==> config.mk <==
export PLATFORM = sky130hd
export DESIGN_NAME = wll_ctrl
export DESIGN_NICKNAME = d
export VERILOG_FILES = /design/src/wll_pkg.sv /design/src/wll_ctrl.sv
export SDC_FILE = /design/constraint.sdc
export NUM_CORES = 1
export LEC_CHECK = 0
export BUFFER_PORTS_ARGS = -buffer_cell sky130_fd_sc_hd__buf_2
export CAP_MARGIN = 40
export CORE_MARGIN = 1
export CORE_UTILIZATION = 28
export CTS_CLUSTER_SIZE = 8
export DETAILED_ROUTE_END_ITERATION = 12
export GPL_ROUTABILITY_DRIVEN = 0
export PLACE_DENSITY = 0.59
export SYNTH_ARGS = -nofsm -noshare
export SYNTH_HDL_FRONTEND = slang
export SYNTH_SLANG_ARGS = --single-unit
==> constraint.sdc <==
create_clock -name clk_i -period 3.35 [get_ports clk_i]
set_input_delay 0.1675 -clock clk_i [delete_from_list [all_inputs] [get_ports clk_i]]
set_output_delay 0.1675 -clock clk_i [all_outputs]
set_load 0.03 [all_outputs]
==> src/wll_pkg.sv <==
// wll_pkg: shared types and constants for the watershed link lookup block.
// Holds action codes, register indexes, flow-direction steps and the
// command/status structs between controller and datapath. No dependencies.
`timescale 1ns / 1ps

package wll_pkg;

  typedef enum logic [1:0] {
    ACT_WRITE  = 2'd0,
    ACT_APPEND = 2'd1,
    ACT_QUERY  = 2'd2,
    ACT_CLEAR  = 2'd3
  } action_e;

  localparam int unsigned CFG_IDX_W = 8;

  localparam logic [CFG_IDX_W-1:0] REG_GRID_ROWS  = 8'd0;
  localparam logic [CFG_IDX_W-1:0] REG_GRID_COLS  = 8'd1;
  localparam logic [CFG_IDX_W-1:0] REG_EMPTY_CELL = 8'd2;
  localparam logic [CFG_IDX_W-1:0] REG_NO_LINK    = 8'd3;

  localparam logic [3:0] DIR_NW = 4'd0;
  localparam logic [3:0] DIR_N  = 4'd1;
  localparam logic [3:0] DIR_NE = 4'd2;
  localparam logic [3:0] DIR_W  = 4'd3;
  localparam logic [3:0] DIR_E  = 4'd4;
  localparam logic [3:0] DIR_SW = 4'd5;
  localparam logic [3:0] DIR_S  = 4'd6;
  localparam logic [3:0] DIR_SE = 4'd7;

  typedef enum logic [3:0] {
    S_IDLE,
    S_WRITE,
    S_APP_STEP,
    S_APP_ADDR,
    S_APP_WR,
    S_Q_RD,
    S_Q_CAP,
    S_SCAN,
    S_OUT
  } state_e;

  typedef struct packed {
    logic latch;
    logic clear;
    logic ras_wr;
    logic app_step;
    logic app_addr;
    logic app_wr;
    logic q_rd;
    logic q_cap;
    logic scan;
    logic out_load;
  } cmd_t;

  typedef struct packed {
    logic q_bad;
    logic scan_end;
    logic out_free;
  } sts_t;

  // Row offset of one step; no-move codes give zero.
  function automatic logic signed [1:0] step_row(input logic [3:0] dir);
    logic signed [1:0] d;
    case (dir)
      DIR_NW, DIR_N, DIR_NE: d = -2'sd1;
      DIR_SW, DIR_S, DIR_SE: d = 2'sd1;
      default:               d = 2'sd0;
    endcase
    return d;
  endfunction

  function automatic logic signed [1:0] step_col(input logic [3:0] dir);
    logic signed [1:0] d;
    case (dir)
      DIR_NW, DIR_W, DIR_SW: d = -2'sd1;
      DIR_NE, DIR_E, DIR_SE: d = 2'sd1;
      default:               d = 2'sd0;
    endcase
    return d;
  endfunction

endpackage

==> src/wll_ctrl.sv <==
// wll_ctrl: controller state machine of the watershed link lookup block.
// Sequences cell writes, outlet appends and queries. Depends on wll_pkg.
`timescale 1ns / 1ps

module wll_ctrl
  import wll_pkg::*;
(
  input  logic       clk_i,
  input  logic       rst_ni,
  input  logic       in_valid_i,
  input  logic [1:0] action_i,
  input  sts_t       sts_i,
  output logic       in_stall_o,
  output cmd_t       cmd_o
);

  state_e state_q, state_d;

  always_ff @(posedge clk_i or negedge rst_ni) begin
    if (!rst_ni) begin
      state_q <= S_IDLE;
    end else begin
      state_q <= state_d;
    end
  end

  always_comb begin
    state_d    = state_q;
    cmd_o      = '0;
    in_stall_o = 1'b1;
    case (state_q)
      S_IDLE: begin
        in_stall_o = 1'b0;
        if (in_valid_i) begin
          cmd_o.latch = 1'b1;
          case (action_e'(action_i))
            ACT_WRITE:  state_d = S_WRITE;
            ACT_APPEND: state_d = S_APP_STEP;
            ACT_QUERY:  state_d = S_Q_RD;
            ACT_CLEAR:  cmd_o.clear = 1'b1;
            default:    state_d = S_IDLE;
          endcase
        end
      end
      S_WRITE: begin
        cmd_o.ras_wr = 1'b1;
        state_d      = S_IDLE;
      end
      S_APP_STEP: begin
        cmd_o.app_step = 1'b1;
        state_d        = S_APP_ADDR;
      end
      S_APP_ADDR: begin
        cmd_o.app_addr = 1'b1;
        state_d        = S_APP_WR;
      end
      S_APP_WR: begin
        cmd_o.app_wr = 1'b1;
        state_d      = S_IDLE;
      end
      S_Q_RD: begin
        cmd_o.q_rd = 1'b1;
        state_d    = sts_i.q_bad ? S_OUT : S_Q_CAP;
      end
      S_Q_CAP: begin
        cmd_o.q_cap = 1'b1;
        state_d     = S_SCAN;
      end
      S_SCAN: begin
        cmd_o.scan = 1'b1;
        if (sts_i.scan_end) begin
          state_d = S_OUT;
        end
      end
      S_OUT: begin
        // hold until the output register can take the result
        if (sts_i.out_free) begin
          cmd_o.out_load = 1'b1;
          state_d        = S_IDLE;
        end
      end
      default: state_d = S_IDLE;
    endcase
  end

endmodule

==> results.py, run 1 <==
metrics = {
    "clocking": {
        "ctsResizeCount": 0,
        "cts_tree": "done",
        "cts.sinks": 4,
        "clk_transition_reported_paths_ps": 40,
        "clockBufferDepth": 2,
        "cts_made_buffers": 3,
        "clkLatencyLatePin_ps": 230,
        "htree_levels": 1,
        "cts-root-buf": "clkbuf_4",
    },
    "yosys": {
        "synthArstFlopShare_pct": 100,
        "post_synth_num_cell_types": 23,
        "ys.flop_type": "dfrtp_1",
        "synth.top_cells.by_area": "dfrtp_1 26%, nor3_1 7.9%, nor2_1 6.0%, nand2b_1 5.0%, o31a_1 4.6%",
        "ys_seq_area_share_pct": 26.5,
        "yosysWarnings": 0,
        "ys_seq_elements": 4,
        "synth_top_area_share_pct": 26.5,
        "yosys-top-cells-count": "6 x nor2_1, 6 x nor3_1, 4 x dfrtp_1",
        "syn_nets": 55,
        "synth_edf_count": 0,
        "syn-cell-area_um2": 378,
        "synth_top_area_cell": "dfrtp_1",
        "synth_cells": 47,
        "post_synth.cell_area_avg_um2": 8.04,
    },
    "sta": {
        "timing.final.max_slew_violations": 0,
        "max-slew-margin-rel_pct": 73.2,
        "setup_viol": 0,
        "min_period_ps": 1950,
        "tightest_slew_ps": 402,
        "hold_viol": 0,
        "finClkSkew_ps": 0.247,
        "period_share_pct": 58.1,
        "max_freq_ghz": 0.513,
        "timing.setup.tns_ps": 0,
        "rsz0062_at_grt": "no",
    },
    "power_and_ir_drop": {
        "vdd_drop_max_mv": 0.187,
        "p_leak_nw": 0.243,
        "power_density_nw_per_um2": 667,
        "p_total_mw": 0.328,
    },
    "detailed_routing": {
        "wl_per_cell_um": 11.3,
        "avgViaCountPerCell": 5.08,
        "dr.pass1.iters": 4,
        "drtAntennaViolNets": 0,
        "first_iter_violations": 6,
        "drc": 0,
        "routed_wl_um": 891,
        "vias": 401,
    },
    "worst_hold_path": {
        "hold_depth": 2,
        "min_from": "sts_i[0]",
        "hold_path_class": "in2reg",
        "hold_end": "state_q[3]$_DFFE_PN0P_",
    },
    "worst_setup_path": {
        "worstPathMaxFanout": 12,
        "cp.arrival_ps": 1780,
        "worstSetupStartpointType": "flop",
        "required_ps": 3180,
        "cp-end-kind": "output port",
        "regToRegSetupSlack_ps": 1850,
        "critPathKind": "reg2out",
        "r2r_start": "state_q[1]$_DFFE_PN0P_",
        "ff2ff_path_depth": 3,
        "rr_endpoint": "state_q[2]$_DFFE_PN0P_",
    },
    "place": {
        "placed_area_um2": 459,
        "place_hpwl_um": 625,
        "dp_cells": 75,
        "numPortBuffers": 18,
    },
    "die": {
        "die_h_um": 38.7,
        "io_pins": 19,
        "fp.dieW_um": 38.7,
        "core_um2": 1190,
        "die_area_um2": 1500,
        "initial_core_util_pct": 31.9,
        "fp-row-count": 12,
    },
    "global_routing": {
        "antenna_found_initial": 0,
        "track_usage_pct": 14.4,
        "grt_pass1_wl_mm": 1.47,
        "grt.overflow.total": 0,
        "grt_pass1_vias": 354,
        "grt_max_degree": 14,
    },
    "cells_and_area": {
        "final_layout_size_suffix_gt1_share_pct": 38.5,
        "seq_area_um2": 100,
        "top_regs": "state_q x4",
        "design_area_um2": 492,
        "fill_cells": 137,
        "largest_reg_flops": 4,
        "fin_cells": 79,
        "top_register": "state_q",
        "layout-area-overhead-vs-synth_pct": 30.1,
        "fin_nets": 75,
        "insertedDiodeCount": 0,
        "multiInputGateArea_um2": 244,
    },
    "outcome": {
        "outcome": "finished clean",
    },
    "job": {
        "drv_cap": 0,
    },
}
## layout make-up
type	count	area share, %
multi-input cells	37	49.6
flip-flops and latches	4	20.4
repair buffers	19	20.4
inverters	2	1.53
clock buffers	3	4.58
well taps	14	3.56
## cells in the final DEF, fill, tap and decap left out, types with 2 or more instances in the layout
master / instances
o31a_1: 2
a21oi_1: 3
nand2_1: 2
o32ai_1: 2
nor3b_1: 2
inv_1: 2
nor3_1: 6
buf_2: 18
clkbuf_4: 3
nor2_1: 6
nand2b_1: 3
dfrtp_1: 4
## metal layers
layer / vias up / routed length [um] / track usage [%]
met1: 176 / 431 / 17.8
met2: 15 / 399 / 22.5
met3: 0 / 60 / 1.73
met4: 0 / 0 / 10.3
li1: 210 / - / -
met5: - / 0 / 0
## kinds of logic after synthesis
kind of cell,Yosys count,synth area share [%]
flops,4,26.5
mux,1,2.65
compound gates,10,21.2
buf+inv,6,8.94
simple gates,26,40.7
## report_power, final
part | leakage, nW | internal [mW] | switching [mW]
Combinational | 0.175 | 0.0709 | 0.106
Sequential | 0.0543 | 0.0588 | 0.0355
Clock | 0.0138 | 0.0399 | 0.0168
Total | 0.243 | 0.170 | 0.159
## worst max path at each step
stage | end | from | cells after the start | slack, ps
detailed placement | cmd_o[8] | state_q[1]$_DFFE_PN0P_ | 4 | 1630
floorplan | cmd_o[8] | state_q[1]$_DFFE_PN0P_ | 3 | 1380
global placement | cmd_o[8] | state_q[0]$_DFFE_PN0P_ | 4 | 1660
global route | cmd_o[8] | state_q[0]$_DFFE_PN0P_ | 4 | 1320
CTS | cmd_o[8] | state_q[1]$_DFFE_PN0P_ | 4 | 1390
finish | cmd_o[8] | state_q[1]$_DFFE_PN0P_ | 4 | 1400
## worst max-delay path, stage by stage, from the launching register on
cell     delay [ps]
dfrtp_1         490
or4_4           590
nor2_1          110
and3_2          180
buf_2           180
## metrics by stage
stage / utilization (%) / worst slack (ps) / hold slack, ps
floorplan: - / 1380 / -128
global placement: 38.7 / 1660 / -26.1
detailed placement: 38.7 / 1630 / -25.2
CTS: 41.5 / 1390 / 128
global route: 41.5 / 1320 / 142
finish: 41.5 / 1400 / 130
## what timing repair did
item | in CTS | in global routing
hold endpoints to repair | 4 | 0
setup buffers | 0 | 0
hold buffers | 1 | 0
(Power assumes the default switching activity.)
==> run 2, diff against run 1 <==
- clock period: 3.35 -> 1.8 ns (I/O delays scaled with it)
==> results.py, run 2 (synthesis gave the netlist of run 1 again) <==
metrics = {
    "outcome": {
        "outcome": "finished clean",
    },
    "worst_setup_path": {
        "required_ps": 1710,
        "worstPathCellList": "or4_4 > nor2_2 > and3_2 > buf_2",
        "cp.arrival_ps": 1640,
        "slowest_stage": "or4_4",
        "critPathTopFamily": "simple AND/OR/NAND/NOR gates",
        "ff2ff_path_depth": 4,
        "cpPeakStageDelay_ps": 560,
        "worstSetupStartpointType": "flop",
        "startpoint": "state_q[1]$_DFFE_PN0P_",
        "rr_endpoint": "state_q[1]$_DFFE_PN0P_",
        "r2r_start": "state_q[2]$_DFFE_PN0P_",
        "cp-end-kind": "output port",
        "critPathKind": "reg2out",
        "cp_num_buf_inv": 1,
        "regToRegSetupSlack_ps": 330,
        "worstPathMaxFanout": 3,
    },
    "sta": {
        "fin_hold_ws_ps": 49.6,
        "timing.setup.tns_ps": 0,
        "timing.final.max_slew_violations": 0,
        "period_share_pct": 96.4,
        "max-slew-margin-rel_pct": 78.8,
        "rsz0062_at_grt": "no",
        "min_period_ps": 1730,
        "setup_viol": 0,
        "max_freq_ghz": 0.576,
        "tightest_slew_ps": 317,
        "finClkSkew_ps": 0.291,
        "hold_viol": 0,
    },
    "power_and_ir_drop": {
        "p_total_mw": 0.657,
        "power_density_nw_per_um2": 1250,
        "p_leak_nw": 0.264,
        "vdd_drop_max_mv": 0.485,
    },
    "cells_and_area": {
        "final_cell_mix": "18 x buf_2, 6 x nor3_1, 5 x nor2_1, 4 x buf_4, 4 x dfrtp_1",
        "largest_reg_flops": 4,
        "final_layout_size_suffix_gt1_share_pct": 43.5,
        "seq_area_um2": 100,
        "insertedDiodeCount": 0,
        "top_regs": "state_q x4",
        "multiInputGateArea_um2": 246,
        "design_area_um2": 524,
        "fin_nets": 79,
        "top_register": "state_q",
        "layout_commonest_cell": "buf_2",
        "fill_cells": 133,
        "layout-area-overhead-vs-synth_pct": 38.7,
    },
    "detailed_routing": {
        "dr.pass1.iters": 4,
        "routed_wl_um": 960,
        "first_iter_violations": 3,
        "avgViaCountPerCell": 5.05,
        "wl_per_cell_um": 11.6,
        "drc": 0,
        "vias": 419,
        "drtAntennaViolNets": 0,
    },
    "global_routing": {
        "track_usage_pct": 16.3,
        "grt_pass1_wl_mm": 1.61,
        "grt_pass1_vias": 402,
        "grt_max_degree": 13,
        "antenna_found_initial": 0,
        "grt.overflow.total": 0,
    },
    "clocking": {
        "clockBufferDepth": 2,
        "post_cts_buffers": 0,
        "htree_levels": 1,
        "cts-root-buf": "clkbuf_4",
        "clk_transition_reported_paths_ps": 40,
        "clkLatencyLatePin_ps": 230,
        "cts_made_buffers": 3,
        "cts_tree": "done",
        "cts.sinks": 4,
    },
    "die": {
        "core_um2": 1190,
        "fp.dieW_um": 38.7,
        "io_pins": 19,
        "die_h_um": 38.7,
        "die_area_um2": 1500,
        "initial_core_util_pct": 31.9,
        "fp-row-count": 12,
    },
    "place": {
        "numPortBuffers": 18,
        "placed_area_um2": 492,
        "place_hpwl_um": 714,
    },
    "worst_hold_path": {
        "hold_end": "state_q[3]$_DFFE_PN0P_",
        "hold_depth": 2,
        "hold_path_class": "in2reg",
        "min_from": "sts_i[0]",
    },
    "job": {
        "drv_cap": 0,
    },
}
[run 2: cell count changes in the layout (fill, tap and decap cells not counted), sizes merged]
cell  delta
buf      +4
[run 2: area by class of cell]
type	count	share of cell area [%]
Multi-Input combinational cell	37	47.0
Timing Repair Buffer	23	24.8
Sequential cell	4	19.1
Clock buffer	3	4.30
Inverter	2	1.43
Tap cell	14	3.34
[run 2: through the flow]
stage	utilization [%]	setup WS (ps)	std cells
2_1_floorplan	-	77.9	47
5_1_grt	44.2	0.770	83
3_5_place_dp	41.5	305	79
4_1_cts	44.2	52.9	83
3_3_place_gp	41.5	327	79
6_report	44.2	65.3	83
[run 2: worst max path at each step]
stage / cells past startpoint / to / slack [ps]
floorplan: 3 / cmd_o[8] / 80
global placement: 4 / cmd_o[8] / 330
detailed placement: 4 / cmd_o[8] / 310
CTS: 4 / cmd_o[8] / 50
global route: 4 / cmd_o[8] / 0.8
finish: 4 / cmd_o[8] / 70
[run 2: where the power goes]
part | switching, mW | internal, mW | total [mW]
clock network | 0.0370 | 0.0746 | 0.112
registers | 0.0209 | 0.110 | 0.131
logic | 0.256 | 0.158 | 0.414
[run 2: worst reg2reg max path: cells and delay by family, from the launching register on]
family,cells,cell delay [ps]
buffers and inverters,1,190
AOI/OAI and AO/OA,3,800
DFF,1,430
[run 2: layer usage]
layer | GRT usage [%] | wire, um
met2 | 26.7 | 412
met3 | 5.20 | 60
met4 | 10.3 | 14
met1 | 17.8 | 473
met5 | 0 | 0
[run 2: repair_timing]
action                    CTS  global route
hold buffers                1             0
hold endpoints to repair    4             0
resized for setup           0             0
==> run 3, diff against run 2 <==
- HOLD_SLACK_MARGIN: unset -> 0.03
- REMOVE_ABC_BUFFERS: unset -> 1
==> results.py, run 3 (synthesis gave the netlist of run 1 again) <==
metrics = {
    "worst_setup_path": {
        "cp_num_buf_inv": 1,
        "startpoint": "state_q[1]$_DFFE_PN0P_",
        "worstPathCellList": "or4_4 > nor2_2 > and3_2 > clkbuf_4",
        "worstPathMaxFanout": 3,
        "cp-end-kind": "output port",
        "required_ps": 1710,
        "cp.arrival_ps": 1620,
        "r2r_start": "state_q[1]$_DFFE_PN0P_",
        "critPathTopFamily": "simple AND/OR/NAND/NOR gates",
        "slowest_stage": "or4_4",
        "critPathKind": "reg2out",
        "cpPeakStageDelay_ps": 560,
        "worstSetupStartpointType": "flop",
    },
    "clocking": {
        "cts_made_buffers": 3,
        "htree_levels": 1,
        "cts-root-buf": "clkbuf_4",
        "clkLatencyLatePin_ps": 230,
        "cts_tree": "done",
        "clk_transition_reported_paths_ps": 30,
        "cts.sinks": 4,
        "clockBufferDepth": 2,
    },
    "die": {
        "initial_core_util_pct": 31.9,
        "io_pins": 19,
        "core_um2": 1190,
        "fp.dieW_um": 38.7,
        "die_h_um": 38.7,
        "die_area_um2": 1500,
        "fp-row-count": 12,
    },
    "power_and_ir_drop": {
        "intPower_mw": 0.359,
        "power_density_nw_per_um2": 1240,
        "seq_power_share_pct": 18.8,
        "p_leak_nw": 0.274,
        "comb_power_share_pct": 65.0,
        "vdd_drop_max_mv": 0.656,
        "swShare_pct": 46.4,
        "clockPowerShare_pct": 16.2,
        "p_sw_mw": 0.311,
    },
    "place": {
        "dp_cells": 80,
        "pre_cts_ws_ps": 278,
        "numPortBuffers": 18,
        "place_hpwl_um": 678,
    },
    "cells_and_area": {
        "top_regs": "state_q x4",
        "largest_reg_flops": 4,
        "fin_nets": 81,
        "fin_cells": 85,
        "top_register": "state_q",
        "layout-area-overhead-vs-synth_pct": 43.4,
        "final_layout_size_suffix_gt1_share_pct": 45.1,
        "final_cell_mix": "17 x buf_2, 6 x nor3_1, 6 x buf_4, 5 x nor2_1",
        "insertedDiodeCount": 0,
        "layout_commonest_cell": "buf_2",
    },
    "outcome": {
        "outcome": "finished clean",
    },
    "sta": {
        "tightest_slew_ps": 340,
        "timing.final.max_slew_violations": 0,
        "final.setup.worst_slack_ps": 92.6,
        "hold_viol": 0,
        "max_freq_ghz": 0.586,
        "max-slew-margin-rel_pct": 77.3,
        "finClkSkew_ps": 2.51,
        "period_share_pct": 94.9,
        "setup_viol": 0,
        "fin_hold_ws_ps": 53.8,
        "min_period_ps": 1710,
        "rsz0062_at_grt": "no",
    },
    "detailed_routing": {
        "wl_per_cell_um": 10.7,
        "drc": 0,
        "drtAntennaViolNets": 0,
        "avgViaCountPerCell": 4.88,
        "vias": 415,
        "routed_wl_um": 909,
        "dr.pass1.iters": 3,
        "first_iter_violations": 9,
    },
    "global_routing": {
        "grt_max_degree": 12,
        "track_usage_pct": 13.6,
        "grt_pass1_wl_mm": 1.41,
        "antenna_found_initial": 0,
        "grt_pass1_vias": 342,
        "grt.overflow.total": 0,
    },
    "job": {
        "drv_cap": 0,
    },
    "worst_hold_path": {
        "hold_path_class": "in2reg",
        "min_from": "sts_i[0]",
    },
}
run 3: changes by cell type in the layout (fill, tap and decap cells not counted):
cell,before,now
clkbuf_4,3,4
buf_2,18,17
buf_4,4,6
run 3: area by class of cell:
class / instances / area (um^2)
fillers: 127 / 644
multi-input cells: 37 / 246
repair buffers: 25 / 148
flip-flops and latches: 4 / 100
clock buffers: 3 / 22.5
well taps: 14 / 17.5
inverters: 2 / 7.51
run 3: final timing paths:
kind / to / slack, ps / cells past startpoint
setup / recovery: cmd_o[8] / 90 / 4
hold / removal: state_q[3]$_DFFE_PN0P_ / 50 / 2
setup reg to reg: state_q[2]$_DFFE_PN0P_ / 310 / 4
hold reg to reg: state_q[0]$_DFFE_PN0P_ / 710 / 3
max in group asynchronous: state_q[3]$_DFFE_PN0P_ / 1490 / 2
min in group asynchronous: state_q[2]$_DFFE_PN0P_ / 200 / 2
run 3: stage by stage:
step / total power [mW] / TNS, ps / utilization, % / instance area [um^2]
detailed placement: 0.550 / 0 / 41.9 / 497
floorplan: 0.418 / -213 / - / 352
global placement: 0.553 / 0 / 41.9 / 497
CTS: 0.666 / 0 / 44.6 / 529
global route: 0.728 / 0 / 45.7 / 542
finish: 0.669 / 0 / 45.7 / 542
run 3: metal layers:
| metal | vias to the layer above | wire [um] | track usage [%] |
|---|---|---|---|
| met5 | - | 0 | 0 |
| met4 | 0 | 0 | 7.76 |
| met3 | 0 | 41 | 1.73 |
| met2 | 10 | 410 | 20.0 |
| met1 | 181 | 458 | 18.7 |
| li1 | 224 | - | - |
run 3: repair_timing:
item,in CTS,in global routing
setup buffers,0,1
endpoints found under the hold margin,4,0
setup endpoints to repair,0,1
resized for setup,0,2
hold buffers,1,0
run 3: power by group through the flow:
stage	clock network, mW	registers (mW)	logic [mW]
floorplan	0	0.158	0.260
global placement	0	0.130	0.423
detailed placement	0	0.129	0.421
CTS	0.115	0.128	0.423
global route	0.122	0.128	0.478
finish	0.108	0.126	0.435
